==> config.mk <==
export PLATFORM = sky130hd
export DESIGN_NAME = fmbs_ram
export DESIGN_NICKNAME = d
export VERILOG_FILES = /design/src/hdl/fmbs_ram.sv
export SDC_FILE = /design/constraint.sdc
export NUM_CORES = 1
export LEC_CHECK = 0
export ABC_AREA = 1
export BUFFER_PORTS_ARGS = -buffer_cell sky130_fd_sc_hd__buf_2
export CAP_MARGIN = 0
export CORE_ASPECT_RATIO = 0.75
export CORE_UTILIZATION = 40
export CTS_BUF_LIST = sky130_fd_sc_hd__clkbuf_8
export CTS_CLUSTER_SIZE = 12
export DETAILED_ROUTE_END_ITERATION = 7
export PLACE_DENSITY = 0.57
export SYNTH_ARGS = -nofsm -noshare
export SYNTH_HDL_FRONTEND = slang
export SYNTH_SLANG_ARGS = --single-unit
export TNS_END_PERCENT = 100
==> constraint.sdc <==
create_clock -name clk -period 1.37 [get_ports clk]
set_clock_uncertainty 0.05 [all_clocks]
set_input_delay 0.274 -clock clk [delete_from_list [all_inputs] [get_ports clk]]
set_output_delay 0.274 -clock clk [all_outputs]
set_load 0.01 [all_outputs]
==> src/hdl/fmbs_ram.sv <==
//------------------------------------------------------------------------------
// fmbs_ram
// Single port write, single port read RAM with a registered read.
//------------------------------------------------------------------------------
module fmbs_ram #(
    parameter int unsigned WIDTH = 8,
    parameter int unsigned DEPTH = 16
) (
    input  logic                     clk,
    input  logic                     we,
    input  logic [$clog2(DEPTH)-1:0] waddr,
    input  logic [WIDTH-1:0]         wdata,
    input  logic [$clog2(DEPTH)-1:0] raddr,
    output logic [WIDTH-1:0]         rdata
);

    logic [WIDTH-1:0] mem [DEPTH];

    always_ff @(posedge clk)
    begin
        if (we)
        begin
            mem[waddr] <= wdata;
        end
        rdata <= mem[raddr];
    end

endmodule

# Word level (Yosys, flattened, before mapping)
# Memory sizes are Yosys's and may differ from the RTL's. A register that Yosys moved wholly into a read port is not among the register bits.
# Index checks and enable logic that the tools add are counted.
# op_classes
mul,0
eq_ne,0
reduce_logical,0
muxes,2
n_div,0
n_lt_le_gt_ge,0
addsub,0
bitwise_logic,0
n_shift,0
# ops
op,count
2-to-1 mux 1 bit,2
# word_totals
regBits,0
mem_bits_rw,128
romBits,0
in_bits,18
latch_bits,0
mem_count,1
# mem_list
memory,words,width,rd,rd_clocked_by_memory_dff,write_ports,line,source
mem,16,8,1,1,1,17,logic [WIDTH-1:0] mem [DEPTH];

# Logic depth before layout (Yosys ltp)
# Gate-level depths: netlist (run 1).
# depth
word_depth,2
mapped_depth,8
mapped_depth_nobuf,7

# Least setup slack after synthesis (run 1)
# OpenSTA, ideal clock, no wires.
# synth_timing
kind,input-to-reg
startpoint,input waddr[3]
endpoint,"memory mem[4][0], enable pin"
path_stages,2
setup_time_ps,370
required_time_ps,950
slack_ps,95
arrival_time_ps,855
n_path_buf,0
path_cell_list,nand3b_1 -> nor2_1
# synth_rtl
item,line,source
"start, declared",11,"input logic [$clog2(DEPTH)-1:0] waddr,"
"end, declared",17,
# No word-level cell before the write port.

# Final worst setup path (run 1)
# layout_timing
startpoint,register rdata[5] (read register of mem)
endpoint,output rdata[5]
# layout_rtl
item,line,source
"start, declared",14,output logic [WIDTH-1:0] rdata
# No word-level cell between the ends.

==> results of run 1 <==
==> metrics by stage <==
step / TNS (ns) / cells / total power, mW / util
final: 0 / 792 / 8.80 / 0.482
after detailed placement: -0.0917 / 760 / 5.40 / 0.451
after floorplan: 0 / 551 / 5.10 / -
after global placement: -0.120 / 760 / 5.40 / 0.451
after CTS: 0 / 792 / 8.86 / 0.482
after global routing: 0 / 792 / 9.11 / 0.482
==> state kept, by name (all words and copies together) (netlist names) <==
register  cells
rdata         8
mem         128
==> cell families (layout without fill, tap and decap cells) <==
logic type / after synthesis / in the layout / share of synthesized area
AND/OR/NAND/NOR: 289 / 289 / 0.210
flip-flops: 136 / 136 / 0.694
buffers and inverters: 126 / 192 / 0.0952
==> routing by layer <==
metal / part of all wire / GRT usage / vias up / routed length [µm]
met5: 0 / 0 / - / 0
met4: 0.0070 / 0.0590 / 0 / 96
met3: 0.069 / 0.0459 / 12 / 952
met2: 0.44 / 0.289 / 125 / 5990
met1: 0.49 / 0.301 / 1870 / 6730
li1: - / - / 1878 / -
==> layout make-up <==
| cell class | instances | area, µm² |
|---|---|---|
| flip-flops and latches | 136 | 4000 |
| well taps | 175 | 219 |
| inverters | 102 | 383 |
| clock buffers | 17 | 234 |
| fillers | 1332 | 7200 |
| multi-input cells | 289 | 1210 |
| clock inverters | 15 | 186 |
| repair buffers | 58 | 448 |
==> synth_stat cells, drive strengths merged <==
cell type / number / area (µm²)
nor2: 17 / 63.8
dfxtp: 8 / 160
inv: 102 / 383
edfxtp: 128 / 3840
nand3b: 2 / 15.0
buf: 24 / 166
nand2: 173 / 649
nand3: 97 / 485
==> layout by cell type (no fill, tap or decap), drive strengths merged <==
cell type	instances
buf	58
bufinv	4
clkbuf	17
clkinv	6
clkinvlp	3
dfxtp	8
edfxtp	128
inv	104
nand2	173
nand3	97
nand3b	2
nor2	17
==> worst paths after layout <==
kind,start,to,slack (ns),cells past startpoint
worst max-delay path,rdata[5]$_DFF_P_,rdata[5],0.03,1
worst min-delay path,wdata[2],mem[8][2]$_DFFE_PP_,0.20,1
worst max register to register,mem[9][4]$_DFFE_PP_,rdata[4]$_DFF_P_,0.27,6
worst min register to register,mem[12][2]$_DFFE_PP_,rdata[2]$_DFF_P_,0.62,6
==> power groups by stage <==
stage          Combinational, mW  Clock [mW]  Sequential [mW]
6_report                   0.631        3.49             4.68
5_1_grt                    0.697        3.73             4.68
4_1_cts                    0.634        3.55             4.68
3_5_place_dp               0.631           0             4.77
3_3_place_gp               0.628           0             4.77
2_1_floorplan              0.328           0             4.77
==> results_dict.tcl, run 1 <==
set metrics [dict create \
    outcome "complete, no violations" \
    synth_cells 551 \
    std_cell_rows 37 \
    path_max_fanout 1 \
    crit_slowest_cell "dfxtp_1" \
    setup_ws_ns 0.0321 \
    start_util 0.415 \
    layout-drive-gt1-share 0.144 \
    pre_cts_ws_ns -0.0493 \
    io_buffer_count 25 \
    die_height_um 106 \
    syn_to_final_growth_pct 16.0 \
    insertion_delay_ns 0.44 \
    die_w_um 141 \
    ys_ff_latch 136 \
    cts_root_buf "clkbuf_8" \
    power.switching_mw 1.99 \
    max-slew-margin-rel 0.729 \
    antennaDiodeCount 0 \
    vdd.ir_drop.worst_mv 0.908 \
    cts_tree "yes" \
    drt_iter0_drc 432 \
    hold_buffers 0 \
    internal_power_mw 6.81 \
    final_max_slew_viol_count 0 \
    cts_buffers 17 \
    via_count 3885 \
    hold_class "in2reg" \
    avgRoutedWirePerCell_um 17.4 \
    clockBufferDepth 2 \
    ios 26 \
    fmax_mhz 747 \
    setup_violations 0 \
    placeableCoreArea_mm2 0.0139 \
    cp_data_arrival_time_ns 1.01 \
    synth.distinct_cells 12 \
    swShare 0.226 \
    worstPathRequired_ns 1.05 \
    hold_violations 0 \
    clkTransAtPathRegs_ns 0.08 \
    via_per_inst 4.91 \
    grt_start_max_net_pins 47 \
    grt_antenna_before_repair 0 \
    stdcell_area_mm2 0.00669 \
    grt_pass1_vias 3712 \
    critPathBufInv 1 \
    hold_slack_ns 0.199 \
    cts_sinks 136 \
    drc 0 \
    maxCapViolations 0 \
    fin_nets 622 \
    endpoint_kind "primary output" \
    cpPeakStageDelay_ns 0.42 \
    grt_pass1_wl_um 21500 \
    worst-slew-pin-transition_ns 0.407 \
    crit_family "flip-flops" \
    dp_hpwl_um 8880 \
    min_period_ns 1.34 \
    post_cts_resized 0 \
    cts_htree_levels 4 \
    combPwrFrac 0.072 \
    syn-num-nets 569 \
    grt_use_total 0.201 \
    dr.pass1.iters 4 \
    syn_area_mm2 0.00577 \
    gr-total-overflow 0 \
    p_leak_nw 2.92 \
    post_cts_buffers 0 \
    wirelength_um 13800 \
    place_congestion 0.827 \
    dieArea_mm2 0.0149 \
    startpoint_type "flip-flop" \
    post_synth.cell_area_avg_um2 10.5 \
    clockPowerShare 0.397 \
    path_class "reg2out" \
    timing.final.crit_share 0.977 \
    synth-seq-area-share 0.694 \
    crit_chain "buf_2" \
    power.density_mw_per_mm2 1320 \
    ant_nets 0 \
    seqPwrFrac 0.531 \
    rsz0062_at_grt "false" \
    yosysWarnings 0 \
    place_area_mm2 0.00627 \
]
Power figures use the tool's default switching activity.
==> run 2, diff against run 1 <==
Settings changed: GPL_TIMING_DRIVEN from default to 0, SKIP_LAST_GASP from default to 1.
==> results_dict.tcl, run 2 (synthesis results as in run 1) <==
set metrics [dict create \
    via_count 3908 \
    regMostFlops "mem" \
    syn_to_final_growth_pct 12.2 \
    placeableCoreArea_mm2 0.0139 \
    final_cell_count_no_fill 780 \
    wirelength_um 14500 \
    grt_use_total 0.209 \
    reg_top3 "mem: 128 flops, rdata: 8 flops" \
    cts_root_buf "clkbuf_8" \
    final_common_cell "nand2_1" \
    power_mw 8.40 \
    clkTransAtPathRegs_ns 0.08 \
    outcome "finished, violations left" \
    dp_hpwl_um 9590 \
    path_class "in2reg" \
    path_max_fanout 8 \
    min_period_ns 1.39 \
    hold_violations 0 \
    io_buffer_count 22 \
    cts_htree_levels 4 \
    start_util 0.415 \
    stdcell_area_mm2 0.00647 \
    via_per_inst 5.01 \
    vdd.ir_drop.worst_mv 0.688 \
    fin_nets 610 \
    timing.final.crit_share 1.01 \
    final_util 0.466 \
    max-slew-margin-rel 0.373 \
    grt_start_max_net_pins 17 \
    maxCapViolations 0 \
    fmax_mhz 720 \
    rsz0062_at_grt "true" \
    violations "negative setup slack" \
    grt_antenna_before_repair 0 \
    startpoint_type "primary input" \
    power.density_mw_per_mm2 1300 \
    dieArea_mm2 0.0149 \
    endpoint_kind "flip-flop" \
    insertion_delay_ns 0.44 \
    layout-drive-gt1-share 0.127 \
    antennaDiodeCount 0 \
    grt_pass1_vias 3684 \
    final_max_slew_viol_count 0 \
    ant_nets 0 \
    ios 26 \
    worst-slew-pin-transition_ns 0.936 \
    post_cts_buffers 0 \
    cts_buffers 17 \
    fillerInstances 1294 \
    std_cell_rows 37 \
    gr-total-overflow 0 \
    p_leak_nw 2.82 \
    pre_cts_ws_ns -0.487 \
    avgRoutedWirePerCell_um 18.6 \
    drt_iter0_drc 442 \
    hold_class "in2reg" \
    fin_tns_setup_ns -0.224 \
    dr.pass1.iters 5 \
    clockBufferDepth 2 \
    die_w_um 141 \
    ff_latch_area_mm2 0.00400 \
    drc 0 \
    dp.cells 748 \
    grt_pass1_wl_um 21900 \
    place_area_mm2 0.00610 \
    largest_reg_flops 128 \
    worstPathRequired_ns 1.38 \
    hold_slack_ns 0.182 \
    setup_violations 16 \
    place_congestion 0.891 \
    cts_tree "yes" \
    multi_input_area_mm2 0.00122 \
    setup_ws_ns -0.0187 \
    cts_sinks 136 \
    die_height_um 106 \
    final_cell_mix "nand2_1 (173), edfxtp_1 (128), inv_1 (105)" \
    cp_data_arrival_time_ns 1.40 \
]
## run 2: critical path, stage by stage
cell and delay (ns):
buf_2 0.12, nand3b_1 0.25, nor2_1 0.76
## run 2: what timing repair did
item,CTS,global route
pin swaps,0,0
endpoints found under the hold margin,0,0
gates resized for setup,1,2
hold buffers,0,0
endpoints found under the setup margin,6,45
## run 2: layout make-up
cell class | instances | share of cell area
flip-flops and latches | 136 | 0.619
multi-input cells | 289 | 0.189
inverters | 102 | 0.0592
clock buffers | 18 | 0.0383
well taps | 175 | 0.0338
plain buffers | 24 | 0.0257
clock inverters | 14 | 0.0186
repair buffers | 22 | 0.0170
## run 2: power by group
| part | switching, mW | internal, mW |
|---|---|---|
| clock | 1.48 | 1.62 |
| sequential | 0.0236 | 4.65 |
| combinational | 0.449 | 0.179 |
## run 2: worst paths after layout
kind,start,end,slack (ns),cells past startpoint
worst max-delay path,waddr[3],mem[4][4]$_DFFE_PP_,-0.02,3
worst min-delay path,wdata[2],mem[8][2]$_DFFE_PP_,0.18,1
worst min register to register,mem[12][2]$_DFFE_PP_,rdata[2]$_DFF_P_,0.63,6
worst max register to register,mem[2][3]$_DFFE_PP_,rdata[3]$_DFF_P_,0.25,6
## run 2: routing by layer
layer,global-route usage,part of all wire
met1,0.309,0.48
met2,0.290,0.41
met3,0.0698,0.092
met4,0.0598,0.014
met5,0,0
